`config.mk`:
```
export PLATFORM = sky130hd
export DESIGN_NAME = schema_source_tokenizer_unit
export DESIGN_NICKNAME = d
export VERILOG_FILES = /design/src/rtl/stu_pkg.sv /design/src/rtl/stu_front.sv /design/src/rtl/stu_back.sv /design/src/rtl/schema_source_tokenizer_unit.sv
export VERILOG_INCLUDE_DIRS = /design/src /design/src/rtl
export SDC_FILE = /design/constraint.sdc
export NUM_CORES = 2
export LEC_CHECK = 0
export ABC_AREA = 1
export BUFFER_PORTS_ARGS = -buffer_cell sky130_fd_sc_hd__buf_2
export CAP_MARGIN = 20
export CELL_PAD_IN_SITES_DETAIL_PLACEMENT = 0
export CELL_PAD_IN_SITES_GLOBAL_PLACEMENT = 1
export CORE_ASPECT_RATIO = 0.8
export CORE_UTILIZATION = 45
export CTS_BUF_LIST = sky130_fd_sc_hd__clkbuf_4 sky130_fd_sc_hd__clkbuf_8
export DETAILED_ROUTE_END_ITERATION = 10
export PLACE_DENSITY = 0.79
export SETUP_SLACK_MARGIN = 0.2
export SYNTH_ARGS = -nofsm -noshare
export SYNTH_HDL_FRONTEND = slang
export SYNTH_HIERARCHICAL = 1
export SYNTH_SLANG_ARGS = --single-unit
```
`constraint.sdc`:
```
create_clock -name clk -period 11.1 [get_ports clk]
set_input_delay 1.11 -clock clk [delete_from_list [all_inputs] [get_ports clk]]
set_output_delay 1.11 -clock clk [all_outputs]
set_load 0.01 [all_outputs]
```
`src/rtl/schema_source_tokenizer_unit_assert.svh`:
```
// Assertion macros for the schema source tokenizer.
// Used by the top level; expects a clock named clk and a reset named rst.
`ifndef SCHEMA_SOURCE_TOKENIZER_UNIT_ASSERT_SVH
`define SCHEMA_SOURCE_TOKENIZER_UNIT_ASSERT_SVH

// Implication in the same cycle.
`define STU_ASSERT_NOW(label, ante, cons, msg) \
  label: assert property (@(posedge clk) disable iff (rst) (ante) |-> (cons)) else $error(msg);

// Implication in the next cycle.
`define STU_ASSERT_NEXT(label, ante, cons, msg) \
  label: assert property (@(posedge clk) disable iff (rst) (ante) |=> (cons)) else $error(msg);

`endif

```
`src/rtl/stu_pkg.sv`:
```
// Shared types, codes and character constants of the schema source tokenizer.
// No dependencies.
package stu_pkg;

  localparam int OFFSET_BITS = 24;
  localparam int LINE_BITS   = 24;

  typedef enum logic [3:0] {
    K_IDENT    = 4'd0,
    K_INT      = 4'd1,
    K_FLOAT    = 4'd2,
    K_STRING   = 4'd3,
    K_DOC      = 4'd4,
    K_PUNCT    = 4'd5,
    K_END      = 4'd6,
    K_ECOMMENT = 4'd7,
    K_ESTRING  = 4'd8
  } token_kind_t;

  localparam logic [7:0] CH_TAB    = 8'h09;
  localparam logic [7:0] CH_NL     = 8'h0A;
  localparam logic [7:0] CH_CR     = 8'h0D;
  localparam logic [7:0] CH_SP     = 8'h20;
  localparam logic [7:0] CH_QUOTE  = 8'h22;
  localparam logic [7:0] CH_STAR   = 8'h2A;
  localparam logic [7:0] CH_PLUS   = 8'h2B;
  localparam logic [7:0] CH_MINUS  = 8'h2D;
  localparam logic [7:0] CH_DOT    = 8'h2E;
  localparam logic [7:0] CH_SLASH  = 8'h2F;
  localparam logic [7:0] CH_ZERO   = 8'h30;
  localparam logic [7:0] CH_GT     = 8'h3E;
  localparam logic [7:0] CH_UE     = 8'h45;
  localparam logic [7:0] CH_UX     = 8'h58;
  localparam logic [7:0] CH_BSLASH = 8'h5C;
  localparam logic [7:0] CH_UNDER  = 8'h5F;
  localparam logic [7:0] CH_E      = 8'h65;
  localparam logic [7:0] CH_X      = 8'h78;
  localparam logic [7:0] BOM_0     = 8'hEF;
  localparam logic [7:0] BOM_1     = 8'hBB;
  localparam logic [7:0] BOM_2     = 8'hBF;

  typedef struct packed {
    logic       alpha;
    logic       digit;
    logic       hexc;
    logic       nl;
    logic       blank;
    logic [1:0] extra;   // continuation bytes of a UTF-8 lead byte
  } byte_class_t;

  typedef struct packed {
    logic [7:0]  data;
    logic        eot;
    byte_class_t cls;
  } q_entry_t;

  typedef struct packed {
    token_kind_t            kind;
    logic [OFFSET_BITS-1:0] s;
    logic [OFFSET_BITS-1:0] e;
    logic [OFFSET_BITS-1:0] ts;
    logic [OFFSET_BITS-1:0] te;
    logic [LINE_BITS-1:0]   line;
    logic [OFFSET_BITS-1:0] col;
    logic                   nl;
    logic                   sp;
  } token_t;

  function automatic byte_class_t classify(logic [7:0] b);
    byte_class_t c;
    c.alpha = (b >= 8'h61 && b <= 8'h7A) || (b >= 8'h41 && b <= 8'h5A) || b == CH_UNDER;
    c.digit = (b >= CH_ZERO && b <= 8'h39);
    c.hexc  = c.digit || (b >= 8'h61 && b <= 8'h66) || (b >= 8'h41 && b <= 8'h46);
    c.nl    = (b == CH_NL);
    c.blank = (b == CH_SP) || (b == CH_TAB) || (b == CH_CR);
    if (b[7] == 1'b0)          c.extra = 2'd0;
    else if (b[7:5] == 3'b110) c.extra = 2'd1;
    else if (b[7:4] == 4'hE)   c.extra = 2'd2;
    else if (b[7:3] == 5'h1E)  c.extra = 2'd3;
    else                       c.extra = 2'd0;
    return c;
  endfunction

endpackage

```
`src/rtl/stu_front.sv`:
```
// Front end: accepts input items, classifies each byte and queues it.
// Depends on stu_pkg.
module stu_front (
  input  logic              clk,
  input  logic              rst,
  input  logic              in_valid,
  output logic              in_ready,
  input  logic [7:0]        source_byte,
  input  logic              end_of_text,
  output stu_pkg::q_entry_t q_head,
  output logic              q_valid,
  input  logic              q_pop
);
  import stu_pkg::*;

  logic [1:0] count;
  q_entry_t   slot0;
  q_entry_t   slot1;
  q_entry_t   incoming;
  logic       push;

  assign in_ready = (count != 2'd2);
  assign push     = in_valid && in_ready;
  assign q_valid  = (count != 2'd0);
  assign q_head   = slot0;

  always_comb begin
    incoming.data = source_byte;
    incoming.eot  = end_of_text;
    incoming.cls  = classify(source_byte);
  end

  always_ff @(posedge clk) begin
    if (rst) begin
      count <= 2'd0;
    end else begin
      if (push && q_pop) begin
        if (count == 2'd1) begin
          slot0 <= incoming;
        end else begin
          slot0 <= slot1;
          slot1 <= incoming;
        end
      end else if (push) begin
        count <= count + 2'd1;
        if (count == 2'd0) slot0 <= incoming;
        else slot1 <= incoming;
      end else if (q_pop) begin
        count <= count - 2'd1;
        slot0 <= slot1;
      end
    end
  end

endmodule

```
`src/rtl/stu_back.sv`:
```
// Back end: lexer state machine, replay list for backtracking and token output.
// Depends on stu_pkg; fed by stu_front.
module stu_back (
  input  logic              clk,
  input  logic              rst,
  input  stu_pkg::q_entry_t q_head,
  input  logic              q_valid,
  output logic              q_pop,
  output logic              out_valid,
  input  logic              out_ready,
  output stu_pkg::token_t   out_tok,
  output logic              out_last
);
  import stu_pkg::*;

  localparam int OB = OFFSET_BITS;

  typedef enum logic [22:0] {
    M_BOM       = 23'd1 << 0,
    M_BOMSEQ    = 23'd1 << 1,
    M_IDLE      = 23'd1 << 2,
    M_IDENT     = 23'd1 << 3,
    M_ZERO      = 23'd1 << 4,
    M_DEC       = 23'd1 << 5,
    M_HEX       = 23'd1 << 6,
    M_DOT       = 23'd1 << 7,
    M_FRAC      = 23'd1 << 8,
    M_EXP       = 23'd1 << 9,
    M_EXPSIGN   = 23'd1 << 10,
    M_EXPDIG    = 23'd1 << 11,
    M_SLASH     = 23'd1 << 12,
    M_SL2       = 23'd1 << 13,
    M_LINE      = 23'd1 << 14,
    M_DOC2      = 23'd1 << 15,
    M_DOC       = 23'd1 << 16,
    M_BLOCK     = 23'd1 << 17,
    M_BLOCKSTAR = 23'd1 << 18,
    M_STR       = 23'd1 << 19,
    M_STRESC    = 23'd1 << 20,
    M_MINUS     = 23'd1 << 21,
    M_UTF8      = 23'd1 << 22
  } lex_mode_t;

  typedef enum logic [1:0] {
    FS_PUSH = 2'd0,
    FS_FAIL = 2'd1,
    FS_END  = 2'd2
  } flag_src_t;

  typedef struct packed {
    q_entry_t       ent;
    logic [OB-1:0]  off;
  } work_t;

  lex_mode_t             mode, mode_next;
  logic [OB-1:0]         boff, boff_next;
  logic [LINE_BITS-1:0]  cline, cline_next;
  logic [OB-1:0]         lstart, lstart_next;
  logic                  nlf, nlf_next;
  logic                  spf, spf_next;
  q_entry_t              pend0, pend0_next;
  q_entry_t              pend1, pend1_next;
  logic [OB-1:0]         tbeg, tbeg_next;
  logic [LINE_BITS-1:0]  tline, tline_next;
  logic [OB-1:0]         tcol, tcol_next;
  logic                  flt, flt_next;
  logic [OB-1:0]         docb, docb_next;
  logic [1:0]            u8, u8_next;
  work_t                 wl [3];
  work_t                 wl_next [3];
  logic [1:0]            wcnt, wcnt_next;
  logic                  h_valid;
  token_t                h_tok;
  logic                  flush;

  work_t                 cur;
  logic                  from_q;
  logic                  have_cur;
  logic                  out_free;
  logic                  fire;
  logic                  flush_set;
  logic                  emit;
  logic                  redo;
  logic                  bt;
  token_t                tok;
  flag_src_t             efs;

  assign from_q   = (wcnt == 2'd0);
  assign have_cur = !from_q || q_valid;
  assign out_free = !out_valid || out_ready;
  assign fire     = have_cur && !flush && (!emit || !h_valid || out_free);
  assign q_pop    = fire && from_q;
  assign flush_set = fire && (wcnt_next == 2'd0) && (emit || h_valid);

  always_comb begin
    cur = from_q ? work_t'{ent: q_head, off: boff} : wl[0];
  end

  always_comb begin
    logic [7:0]    b;
    byte_class_t   c;
    logic [OB-1:0] off;
    logic [OB-1:0] nx;
    logic [OB-1:0] tb1;
    logic [OB-1:0] tb3;
    logic [OB-1:0] s;
    logic [1:0]    dec;
    logic          n2;

    b   = cur.ent.data;
    c   = cur.ent.cls;
    off = cur.off;
    nx  = off + OB'(1);
    tb1 = tbeg + OB'(1);
    tb3 = tbeg + OB'(3);
    n2  = (mode == M_EXPSIGN);
    s   = off - (n2 ? OB'(2) : OB'(1));
    dec = (u8 != 2'd0) ? u8 - 2'd1 : 2'd0;

    mode_next   = mode;
    boff_next   = (from_q && !cur.ent.eot) ? boff + OB'(1) : boff;
    cline_next  = cline;
    lstart_next = lstart;
    nlf_next    = nlf;
    spf_next    = spf;
    pend0_next  = pend0;
    pend1_next  = pend1;
    tbeg_next   = tbeg;
    tline_next  = tline;
    tcol_next   = tcol;
    flt_next    = flt;
    docb_next   = docb;
    u8_next     = u8;
    emit = 1'b0;
    redo = 1'b0;
    bt   = 1'b0;
    efs  = FS_PUSH;
    tok.kind = K_IDENT;
    tok.s    = tbeg;
    tok.e    = off;
    tok.ts   = tbeg;
    tok.te   = off;
    tok.line = tline;
    tok.col  = tcol;
    tok.nl   = nlf;
    tok.sp   = spf;

    if (cur.ent.eot) begin
      case (mode)
        M_IDENT: begin
          emit = 1'b1; redo = 1'b1; mode_next = M_IDLE;
        end
        M_ZERO, M_DEC, M_HEX, M_FRAC, M_EXPDIG: begin
          emit = 1'b1; redo = 1'b1; mode_next = M_IDLE;
          tok.kind = flt ? K_FLOAT : K_INT;
        end
        M_DOT, M_EXP, M_EXPSIGN: begin
          bt = 1'b1;
        end
        M_SLASH, M_MINUS: begin
          emit = 1'b1; redo = 1'b1; mode_next = M_IDLE;
          tok.kind = K_PUNCT; tok.e = tb1; tok.te = tb1;
        end
        M_UTF8, M_BOMSEQ: begin
          emit = 1'b1; redo = 1'b1; mode_next = M_IDLE;
          tok.kind = K_PUNCT;
        end
        M_DOC2: begin
          emit = 1'b1; redo = 1'b1; mode_next = M_IDLE;
          tok.kind = K_DOC; tok.ts = tb3; tok.te = tb3;
        end
        M_DOC: begin
          emit = 1'b1; redo = 1'b1; mode_next = M_IDLE;
          tok.kind = K_DOC; tok.ts = docb;
          tok.te = (pend0.data == CH_CR) ? off - OB'(1) : off;
        end
        M_BLOCK, M_BLOCKSTAR: begin
          emit = 1'b1; redo = 1'b1; mode_next = M_IDLE;
          tok.kind = K_ECOMMENT; efs = FS_FAIL;
        end
        M_STR, M_STRESC: begin
          emit = 1'b1; redo = 1'b1; mode_next = M_IDLE;
          tok.kind = K_ESTRING; efs = FS_FAIL;
        end
        default: begin
          // flush done: emit End and start a new text
          emit = 1'b1; efs = FS_END;
          tok.kind = K_END; tok.s = off; tok.ts = off;
          tok.line = cline; tok.col = off - lstart + OB'(1);
          tok.nl = 1'b1; tok.sp = 1'b1;
          mode_next   = M_BOM;
          boff_next   = '0;
          cline_next  = LINE_BITS'(1);
          lstart_next = '0;
          nlf_next    = 1'b1;
          spf_next    = 1'b1;
          tbeg_next   = '0;
          tline_next  = LINE_BITS'(1);
          tcol_next   = OB'(1);
          flt_next    = 1'b0;
          docb_next   = '0;
          u8_next     = 2'd0;
        end
      endcase
    end else begin
      case (mode)
        M_BOM: begin
          if (b == BOM_0) begin
            tbeg_next = off; tline_next = cline; tcol_next = off - lstart + OB'(1);
            u8_next = 2'd2; mode_next = M_BOMSEQ;
          end else begin
            mode_next = M_IDLE; redo = 1'b1;
          end
        end
        M_BOMSEQ: begin
          if (b == ((u8 == 2'd2) ? BOM_1 : BOM_2)) begin
            u8_next = u8 - 2'd1;
            if (u8 == 2'd1) begin
              lstart_next = nx; mode_next = M_IDLE;
            end
          end else begin
            u8_next = dec;
            if (dec == 2'd0) begin
              emit = 1'b1; tok.kind = K_PUNCT; tok.e = nx; tok.te = nx;
              mode_next = M_IDLE;
            end else begin
              mode_next = M_UTF8;
            end
          end
        end
        M_IDLE: begin
          if (c.nl) begin
            cline_next = cline + LINE_BITS'(1); lstart_next = nx;
            nlf_next = 1'b1; spf_next = 1'b1;
          end else if (c.blank) begin
            spf_next = 1'b1;
          end else begin
            tbeg_next = off; tline_next = cline; tcol_next = off - lstart + OB'(1);
            if (b == CH_SLASH) mode_next = M_SLASH;
            else if (c.alpha) mode_next = M_IDENT;
            else if (c.digit) begin
              flt_next = 1'b0;
              mode_next = (b == CH_ZERO) ? M_ZERO : M_DEC;
            end else if (b == CH_QUOTE) mode_next = M_STR;
            else if (b == CH_MINUS) mode_next = M_MINUS;
            else if (c.extra == 2'd0) begin
              emit = 1'b1; tok.kind = K_PUNCT;
              tok.s = off; tok.ts = off; tok.e = nx; tok.te = nx;
              tok.line = cline; tok.col = off - lstart + OB'(1);
            end else begin
              u8_next = c.extra; mode_next = M_UTF8;
            end
          end
        end
        M_IDENT: begin
          if (!(c.alpha || c.digit)) begin
            emit = 1'b1; redo = 1'b1; mode_next = M_IDLE;
          end
        end
        M_ZERO: begin
          if (b == CH_X || b == CH_UX) mode_next = M_HEX;
          else begin
            mode_next = M_DEC; redo = 1'b1;
          end
        end
        M_DEC: begin
          if (c.digit || b == CH_UNDER) begin
            mode_next = M_DEC;
          end else if (b == CH_DOT || b == CH_E || b == CH_UE) begin
            pend0_next = cur.ent;
            mode_next = (b == CH_DOT) ? M_DOT : M_EXP;
          end else begin
            emit = 1'b1; redo = 1'b1; mode_next = M_IDLE;
            tok.kind = flt ? K_FLOAT : K_INT;
          end
        end
        M_HEX: begin
          if (!(c.hexc || b == CH_UNDER)) begin
            emit = 1'b1; redo = 1'b1; mode_next = M_IDLE;
            tok.kind = flt ? K_FLOAT : K_INT;
          end
        end
        M_DOT: begin
          if (c.digit) begin
            flt_next = 1'b1; mode_next = M_FRAC;
          end else bt = 1'b1;
        end
        M_FRAC: begin
          if (c.digit) begin
            mode_next = M_FRAC;
          end else if (b == CH_E || b == CH_UE) begin
            pend0_next = cur.ent; mode_next = M_EXP;
          end else begin
            emit = 1'b1; redo = 1'b1; mode_next = M_IDLE;
            tok.kind = flt ? K_FLOAT : K_INT;
          end
        end
        M_EXP: begin
          if (b == CH_PLUS || b == CH_MINUS) begin
            pend1_next = cur.ent; mode_next = M_EXPSIGN;
          end else if (c.digit) begin
            flt_next = 1'b1; mode_next = M_EXPDIG;
          end else bt = 1'b1;
        end
        M_EXPSIGN: begin
          if (c.digit) begin
            flt_next = 1'b1; mode_next = M_EXPDIG;
          end else bt = 1'b1;
        end
        M_EXPDIG: begin
          if (!c.digit) begin
            emit = 1'b1; redo = 1'b1; mode_next = M_IDLE;
            tok.kind = flt ? K_FLOAT : K_INT;
          end
        end
        M_SLASH: begin
          if (b == CH_SLASH) mode_next = M_SL2;
          else if (b == CH_STAR) mode_next = M_BLOCK;
          else begin
            emit = 1'b1; redo = 1'b1; mode_next = M_IDLE;
            tok.kind = K_PUNCT; tok.e = tb1; tok.te = tb1;
          end
        end
        M_SL2: begin
          if (b == CH_SLASH) mode_next = M_DOC2;
          else begin
            spf_next = 1'b1;
            if (c.nl) begin
              mode_next = M_IDLE; redo = 1'b1;
            end else mode_next = M_LINE;
          end
        end
        M_LINE: begin
          if (c.nl) begin
            mode_next = M_IDLE; redo = 1'b1;
          end
        end
        M_DOC2: begin
          if (b == CH_SLASH) begin
            spf_next = 1'b1; mode_next = M_LINE;
          end else if (c.nl) begin
            emit = 1'b1; redo = 1'b1; mode_next = M_IDLE;
            tok.kind = K_DOC; tok.ts = tb3; tok.te = tb3;
          end else begin
            docb_next  = tb3 + ((b == CH_SP) ? OB'(1) : OB'(0));
            pend0_next = cur.ent;
            mode_next  = M_DOC;
          end
        end
        M_DOC: begin
          if (c.nl) begin
            emit = 1'b1; redo = 1'b1; mode_next = M_IDLE;
            tok.kind = K_DOC; tok.ts = docb;
            tok.te = (pend0.data == CH_CR) ? off - OB'(1) : off;
          end else pend0_next = cur.ent;
        end
        M_BLOCK, M_BLOCKSTAR: begin
          if (mode == M_BLOCKSTAR && b == CH_SLASH) begin
            spf_next = 1'b1; mode_next = M_IDLE;
          end else begin
            if (c.nl) begin
              cline_next = cline + LINE_BITS'(1); lstart_next = nx; nlf_next = 1'b1;
            end
            mode_next = (b == CH_STAR) ? M_BLOCKSTAR : M_BLOCK;
          end
        end
        M_STR: begin
          if (b == CH_BSLASH) mode_next = M_STRESC;
          else if (b == CH_QUOTE) begin
            emit = 1'b1; mode_next = M_IDLE;
            tok.kind = K_STRING; tok.e = nx; tok.te = nx;
          end else if (c.nl) begin
            emit = 1'b1; redo = 1'b1; mode_next = M_IDLE;
            tok.kind = K_ESTRING; efs = FS_FAIL;
          end
        end
        M_STRESC: begin
          if (c.nl) begin
            emit = 1'b1; redo = 1'b1; mode_next = M_IDLE;
            tok.kind = K_ESTRING; efs = FS_FAIL;
          end else mode_next = M_STR;
        end
        M_MINUS: begin
          emit = 1'b1; mode_next = M_IDLE; tok.kind = K_PUNCT;
          if (b == CH_GT) begin
            tok.e = nx; tok.te = nx;
          end else begin
            redo = 1'b1; tok.e = tb1; tok.te = tb1;
          end
        end
        M_UTF8: begin
          u8_next = dec;
          if (dec == 2'd0) begin
            emit = 1'b1; mode_next = M_IDLE;
            tok.kind = K_PUNCT; tok.e = nx; tok.te = nx;
          end
        end
        default: begin
          mode_next = M_IDLE; redo = 1'b1;
        end
      endcase
    end

    // backtrack: close the number before the held bytes, then replay them
    if (bt) begin
      emit = 1'b1; mode_next = M_IDLE;
      tok.kind = flt ? K_FLOAT : K_INT;
      tok.e = s; tok.te = s;
    end

    if (efs == FS_FAIL) begin
      tok.nl = 1'b0; tok.sp = 1'b0;
    end
    if (emit && efs == FS_PUSH) begin
      nlf_next = 1'b0; spf_next = 1'b0;
    end

    wl_next[0] = wl[0];
    wl_next[1] = wl[1];
    wl_next[2] = wl[2];
    wcnt_next  = wcnt;
    if (bt) begin
      wl_next[0] = '{ent: pend0, off: s};
      if (n2) begin
        wl_next[1] = '{ent: pend1, off: s + OB'(1)};
        wl_next[2] = cur;
        wcnt_next  = 2'd3;
      end else begin
        wl_next[1] = cur;
        wcnt_next  = 2'd2;
      end
    end else if (redo) begin
      if (from_q) begin
        wl_next[0] = cur;
        wcnt_next  = 2'd1;
      end
    end else if (!from_q) begin
      wl_next[0] = wl[1];
      wl_next[1] = wl[2];
      wcnt_next  = wcnt - 2'd1;
    end
  end

  always_ff @(posedge clk) begin
    if (rst) begin
      mode      <= M_BOM;
      boff      <= '0;
      cline     <= LINE_BITS'(1);
      lstart    <= '0;
      nlf       <= 1'b1;
      spf       <= 1'b1;
      tbeg      <= '0;
      tline     <= LINE_BITS'(1);
      tcol      <= OB'(1);
      flt       <= 1'b0;
      docb      <= '0;
      u8        <= 2'd0;
      wcnt      <= 2'd0;
      h_valid   <= 1'b0;
      flush     <= 1'b0;
      out_valid <= 1'b0;
    end else begin
      // release the held token as the last one of its item
      if (flush && out_free) begin
        out_tok   <= h_tok;
        out_last  <= 1'b1;
        out_valid <= 1'b1;
        h_valid   <= 1'b0;
        flush     <= 1'b0;
      end else if (fire && emit && h_valid) begin
        out_tok   <= h_tok;
        out_last  <= 1'b0;
        out_valid <= 1'b1;
      end else if (out_valid && out_ready) begin
        out_valid <= 1'b0;
      end
      if (fire) begin
        mode   <= mode_next;
        boff   <= boff_next;
        cline  <= cline_next;
        lstart <= lstart_next;
        nlf    <= nlf_next;
        spf    <= spf_next;
        pend0  <= pend0_next;
        pend1  <= pend1_next;
        tbeg   <= tbeg_next;
        tline  <= tline_next;
        tcol   <= tcol_next;
        flt    <= flt_next;
        docb   <= docb_next;
        u8     <= u8_next;
        wl[0]  <= wl_next[0];
        wl[1]  <= wl_next[1];
        wl[2]  <= wl_next[2];
        wcnt   <= wcnt_next;
        if (emit) begin
          h_tok   <= tok;
          h_valid <= 1'b1;
        end
        if (flush_set) flush <= 1'b1;
      end
    end
  end

endmodule

```
`src/rtl/schema_source_tokenizer_unit.sv`:
```
// Schema source tokenizer: one byte per input item, end_of_text closes the text and
// yields End. Each byte goes through the lexer step of the back end; a token that ends
// on the following byte has that byte lexed again, a number backtrack replays up to
// three bytes through the lexer step, and an item that yields tokens releases its
// final token in a separate flush step. The two-entry input queue lets bytes arrive
// while the back end works or waits on out_ready.
// Depends on stu_pkg, stu_front, stu_back and the assertion header.
`include "schema_source_tokenizer_unit_assert.svh"

module schema_source_tokenizer_unit (
  input  logic                            clk,
  input  logic                            rst,
  input  logic                            write_enable,
  input  logic [15:0]                     write_data,
  input  logic                            in_valid,
  output logic                            in_ready,
  input  logic [7:0]                      source_byte,
  input  logic                            end_of_text,
  output logic                            out_valid,
  input  logic                            out_ready,
  output logic [3:0]                      token_kind,
  output logic [stu_pkg::OFFSET_BITS-1:0] start_offset,
  output logic [stu_pkg::OFFSET_BITS-1:0] end_offset,
  output logic [stu_pkg::OFFSET_BITS-1:0] text_start,
  output logic [stu_pkg::OFFSET_BITS-1:0] text_end,
  output logic [stu_pkg::LINE_BITS-1:0]   line_number,
  output logic [stu_pkg::OFFSET_BITS-1:0] column_number,
  output logic [15:0]                     file_tag,
  output logic                            at_line_start,
  output logic                            after_space,
  output logic                            last_result
);
  import stu_pkg::*;

  logic [15:0] file_number;
  q_entry_t    q_head;
  logic        q_valid;
  logic        q_pop;
  token_t      out_tok;

  always_ff @(posedge clk) begin
    if (rst) file_number <= 16'd0;
    else if (write_enable) file_number <= write_data;
  end

  stu_front u_front (
    .clk        (clk),
    .rst        (rst),
    .in_valid   (in_valid),
    .in_ready   (in_ready),
    .source_byte(source_byte),
    .end_of_text(end_of_text),
    .q_head     (q_head),
    .q_valid    (q_valid),
    .q_pop      (q_pop)
  );

  stu_back u_back (
    .clk      (clk),
    .rst      (rst),
    .q_head   (q_head),
    .q_valid  (q_valid),
    .q_pop    (q_pop),
    .out_valid(out_valid),
    .out_ready(out_ready),
    .out_tok  (out_tok),
    .out_last (last_result)
  );

  assign token_kind    = out_tok.kind;
  assign start_offset  = out_tok.s;
  assign end_offset    = out_tok.e;
  assign text_start    = out_tok.ts;
  assign text_end      = out_tok.te;
  assign line_number   = out_tok.line;
  assign column_number = out_tok.col;
  assign file_tag      = file_number;
  assign at_line_start = out_tok.nl;
  assign after_space   = out_tok.sp;

  `STU_ASSERT_NOW(a_full_not_empty, !in_ready, q_valid, "queue full but head invalid")
  `STU_ASSERT_NOW(a_end_is_last, out_valid && token_kind == K_END, last_result,
                  "End token not last of its item")
  `STU_ASSERT_NOW(a_error_flags, out_valid && (token_kind == K_ECOMMENT || token_kind == K_ESTRING),
                  !at_line_start && !after_space, "error token carries flags")

endmodule

```
### After elaboration in Yosys (flattened, before gate mapping)

Memory sizes are Yosys's and may differ from the RTL's.
Cells that the tools add are included.
Widths: inputs -> output; s select.

* add/sub/neg operators: 15
* order comparisons: 8
* eq/ne operators: 95
* muxes and demuxes: 265
* bitwise logic cells: 3
* reduce and logical (&&, ||, !) cells: 101

Operator list (count)
* $mux 148: 7
* $mux 24: 42
* $mux 23: 29
* $pmux 23 s20: 1
* $mux 150: 2
* $mux 147: 2
* $pmux 24 s3: 4
* $mux 40: 7
* $mux 16: 15
* $mux 48: 4
* $pmux 24 s2: 4
* $pmux 24 s8: 1
* $mux 80: 2
* $add 24x1->24 const B: 6
* $pmux 24 s6: 1
* $eq 8x6->1 const B: 10
* $mux 1: 73
* $pmux 16 s4: 1
* $mux 2: 29
* $eq 8x7->1 const B: 7
* $mux 4: 13
* $pmux 4 s13: 1
* $mux 50: 1
* $sub 24x24->24: 2
* other kinds (96): 223

* register bits: 583
* RAM bits: 120
* logic and storage cells: 556
* memories: 1

Memories
* u_back.wl: depth 3, bits a word 40, read ports 3, clocked after Yosys merged registers in 0, wr ports 3, line stu_back.sv:69 `work_t wl [3];`

### Depth between registers and ports, before layout

* depth in word-level cells: 22
* depth in mapped cells: 28

### Modules after synthesis

The synthesis kept the hierarchy.

By module, submodules not included
* stu_back: times used 1, cells each 5186, area each 39416.6 µm²
* stu_front: times used 1, cells each 157, area each 1649.1 µm²
* schema_source_tokenizer_unit: times used 1, cells each 101, area each 670.6 µm²

### Worst setup path before layout

OpenSTA, ideal clock, no wires.

* path type: register to register
* start: register u_back.wcnt[0]
* end: register u_back.out_last, enable pin
* library setup time: 0.711 ns
* arrival time: 9.552 ns
* path slack: 0.837 ns
* stages on the path, launching flop included: 18
* buffers on the path: 1
* path through: dfxtp_1 -> inv_1 -> nand2_2 -> or2_2 -> o21ai_4 -> inv_2 -> nand2_1 -> nand2_1 -> nor2_1 -> nand2_1 -> nor2_1 -> nand4_2 -> nand3_4 -> nand2_2 -> inv_4 -> buf_6 -> nand3_1 -> a21oi_1

* longest elaborated chain between the ends: 22

RTL lines
* from (decl): line stu_back.sv:71 `logic [1:0] wcnt, wcnt_next;`
* from (signal assigned): line stu_back.sv:495 `wcnt <= wcnt_next;`
* $logic_not 2->1 (*): line stu_back.sv:88 `assign from_q = (wcnt == 2'd0);`
* $mux 40: line stu_back.sv:96 `cur = from_q ? work_t'{ent: q_head, off: boff} : wl[0];`
* $logic_not 2->1: line stu_back.sv:246 `else if (c.extra == 2'd0) begin`
* $mux 1: line stu_back.sv:246
* $mux 1: line stu_back.sv:245 `else if (b == CH_MINUS) mode_next = M_MINUS;`
* $mux 1: line stu_back.sv:244 `end else if (b == CH_QUOTE) mode_next = M_STR;`
* $mux 1: line stu_back.sv:241 `else if (c.digit) begin`
* $mux 1: line stu_back.sv:240 `else if (c.alpha) mode_next = M_IDENT;`
* (+4 left out)
* $mux 1: line stu_back.sv:148 `if (cur.ent.eot) begin`
* $mux 1: line stu_back.sv:405 `if (bt) begin`
* $logic_not 1->1: line stu_back.sv:91 `assign fire = have_cur && !flush && (!emit || !h_valid || out_free);`
* $logic_or 1x1->1 (2 in a row): line stu_back.sv:91
* $logic_and 1x1->1: line stu_back.sv:91
* $logic_and 1x1->1 (*) (2 in a row): line stu_back.sv:470 `end else if (fire && emit && h_valid) begin`
* $reduce_bool 2->1 (no line) (*)
* $reduce_and 2->1 (no line) (*)
* to (signal assigned): line stu_back.sv:466 `out_last <= 1'b1;`
* to (signal assigned): line stu_back.sv:472 `out_last <= 1'b0;`
* to (decl): line stu_back.sv:12 `output logic out_last`

Every way passes the cells marked *; elsewhere a longest branch is shown, timed or not.
A chain may end at the register's enable or synchronous reset.

==> results.cfg <==
[die]
floorplan.rows = 99
ios = 199
die_h_um = 274
die_width_um = 342
core_sq_mm = 0.0915
initial_core_util = 0.456
die_area_sq_mm = 0.0940

[hold_path]
hold_path.class = flip-flop to flip-flop

[pwr]
power_density_mw_per_mm2 = 311
p_seq_frac = 0.296
p_clk_frac = 0.163
p_int_mw = 7.08
leakage_nw = 18.5
sw_frac_of_total = 0.507
p_sw_mw = 7.28
ir_drop_uv = 185
finalPower_mw = 14.4
power.combinational.fraction = 0.541

[clock_tree]
clockBufferDepth = 3
root_buffer = clkbuf_8
clk_pin_slew_worst_paths_ns = 0.06
clkLatencyLatePin_ns = 0.80
cts_sinks = 702
cts_tree = yes
cts_hold_buf = 0
htreeDepth = 3
postCtsSetupBuffers = 0
cts_made_buffers = 112
cts_resized = 0

[grt]
grt_pass1_vias = 36917
antenna_found_initial = 6
grt_max_degree = 145
grt_pass1_wl_mm = 251
gr-total-overflow = 0
grt_usage = 0.362

[job]
maxCapViolations = 0

[critical_path]
cp.depth = 18
critPathRequiredTime_ns = 11.48
cp_slowest_cell = buf_4
cp-end-kind = flip-flop
crit_arrival_ns = 7.25
cp_top_family = simple AND/OR/NAND/NOR gates
r2r_start = u_back/wcnt[1]
cp_cell_sequence = nor2_4 > buf_4 > nand2_1 > nand2_1 > nand2_1 > nor2_2 > nand2_2 > nand2_1 > nor2_2 > buf_4 > nor2_1 > nand4_2 > nand3_4 > nand2_2 > inv_4 > nand3_1 > inv_6 > buf_4
worst_r2r_path_depth = 18
path_common_cell = nand2_1
crit_start = u_back/wcnt[1]
crit_path_max_incr_delay_ns = 0.74
reg2reg_slack_ns = 4.23
critPathKind = flip-flop to flip-flop
path_buf_inv = 5
worstPathMaxFanout = 93
rr_endpoint = u_back/h_tok[93]
start_kind = flip-flop
critPathCapture = u_back/h_tok[93]

[cells_and_area]
multi_input_area_sq_mm = 0.0197
nFillCells = 8990
fin_util = 0.505
seq_area_sq_mm = 0.0189
fin_nets = 5677
drive_gt1_frac = 0.112
areaGrowthSynthToFinish_pct = 10.7

[synthesis]
synth-edff-count = 483
syn_inst = 5444
syn_area_per_cell_sq_um = 7.67
synthFlopType = edfxtp_1
ys_types = 72
synth_fp_nets = 5541
ys_seq_area_frac = 0.453
synth-async-reset-ratio = 0
yosysWarnings = 6
ys_ff_latch = 702
netlist_area_sq_mm = 0.0417

[detailed_routing]
avgViaCountPerCell = 5.88
dr.pass1.iters = 10
vias = 40500
totalWireLength_mm = 174
drt_iter0_drc = 5618
drc = 34
antenna_left = 0
post_drt_wl_per_cell_um = 25.2

[timing]
tightest_slew_ns = 1.24
timing.slew.headroom = 0.168
hold_viol_final = 0
setup_tns_ns = 0
fmax_mhz = 146
rsz0062_at_grt = false
period_minus_slack_ns = 6.87
min_period_over_period = 0.619
finalClockSkew_ns = 0.0458
setup_viol = 0
worst_slack_ns = 4.23
slew_violations = 0

[place]
gp_congestion = 1.05
hpwl_mm = 126
portBuffers = 198
pre_cts_ws_ns = 4.31

[status]
violations = DRC
run_status = finished, violations left
## state kept, by name, indices dropped and copies added, names as in the netlist, 24 cells and up
signal          cells
u_back/out_tok    150
u_back/lstart      24
u_back/boff        24
u_back/h_tok      150
u_back/docb        24
u_back/tbeg        24
u_back/wl         120
u_back/tcol        24
u_back/tline       24
u_back/cline       24
## Yosys cell counts (24+ instances only)
| master | number | area share |
|---|---|---|
| dfxtp_1 | 219 | 0.11 |
| xor2_1 | 144 | 0.030 |
| a22oi_1 | 26 | 0.0047 |
| clkbuf_1 | 183 | 0.016 |
| o21ai_1 | 34 | 0.0041 |
| o22ai_1 | 62 | 0.0093 |
| o21ai_0 | 418 | 0.050 |
| inv_2 | 33 | 0.0030 |
| inv_1 | 486 | 0.044 |
| o211ai_1 | 42 | 0.0076 |
| edfxtp_1 | 483 | 0.35 |
| a21oi_1 | 313 | 0.038 |
| nand2_1 | 1403 | 0.13 |
| nand4_1 | 97 | 0.015 |
| nand2_2 | 24 | 0.0036 |
| nand3_1 | 220 | 0.026 |
| o221ai_1 | 60 | 0.013 |
| buf_2 | 39 | 0.0047 |
| ha_1 | 65 | 0.019 |
| nor3_1 | 105 | 0.013 |
| nor2_1 | 667 | 0.060 |
| a31oi_1 | 24 | 0.0036 |
## layout make-up
type	count	area share
Timing Repair Buffer	294	0.0375
Antenna cell	2	0.000108
Inverter	539	0.0441
Clock inverter	78	0.0142
Tap cell	1212	0.0328
Clock buffer	134	0.0369
Multi-Input combinational cell	3931	0.425
Sequential cell	702	0.409
## metrics by stage
stage,cells,cell area (sq um),hold slack [ns]
final,6892,46200,0.413
after global routing,6891,46200,0.422
after CTS,6890,46200,0.415
after detailed placement,6678,43800,0.405
after global placement,6677,43800,0.401
after floorplan,5444,41700,0.400
## power by group through the flow
stage	Clock, mW	Sequential [mW]	Combinational [mW]
final	2.34	4.25	7.77
after global routing	2.50	4.31	8.35
after CTS	2.39	4.24	7.52
after detailed placement	0	4.29	7.48
after global placement	0	4.27	7.44
after floorplan	0	4.25	4.84
## worst min-delay path by stage
stage / slack [ns] / cells past startpoint / from / end
finish: 0.41 / 0 / u_back/h_tok[76] / u_back/out_tok[76]
global route: 0.42 / 0 / u_back/h_tok[120] / u_back/out_tok[120]
CTS: 0.41 / 0 / u_back/h_tok[43] / u_back/out_tok[43]
detailed placement: 0.40 / 0 / u_back/h_tok[120] / u_back/out_tok[120]
global placement: 0.40 / 0 / u_back/h_tok[54] / u_back/out_tok[54]
floorplan: 0.40 / 0 / u_back/h_tok[0] / u_back/out_tok[0]
## placed cells by master (no fill, tap or decap), types with 21 or more instances in the layout
master     synthesis  routed
buf_2             39     197
o21ai_2           23      22
a21oi_1          313     311
clkbuf_8           0     112
clkinv_2           1      23
o21ai_1           34      38
nand2_2           24      24
o211ai_1          42      42
nor2_1           667     662
nor2_2            20      23
nand2_1         1403    1402
a22oi_1           26      26
xor2_1           144     144
nand3_1          220     220
ha_1              65      65
a31oi_1           24      24
nand4_1           97      97
inv_1            486     482
dfxtp_1          219     219
clkbuf_4           0      22
o22ai_1           62      62
nor4_1            21      21
edfxtp_1         483     483
o21ai_0          418     414
buf_4             18      94
clkinv_1          17      51
nor3_1           105     102
inv_2             33      35
o2111ai_1         22      22
o221ai_1          60      60
## cells by family (layout without fill, tap and decap cells)
kind of cell	after synthesis	in the layout	share of synthesized area
adder cells (fa/ha/maj)	67	67	0.0204
flip-flops	702	702	0.453
AND/OR/NAND/NOR	2615	2615	0.262
XOR/XNOR	164	164	0.0350
AO/OA/AOI/OAI	1084	1084	0.152
buffers and inverters	811	1045	0.0783
other	0	2	0
multiplexers	1	1	0.000240
## routing by layer
metal / vias up / routed length [um] / global-route usage
met5: - / 46 / 0
met4: 6 / 6860 / 0.137
met2: 2273 / 70700 / 0.511
met3: 383 / 19000 / 0.0892
li1: 18623 / - / -
met1: 19215 / 77200 / 0.528
No activity file was read; power rests on OpenSTA's default activity.
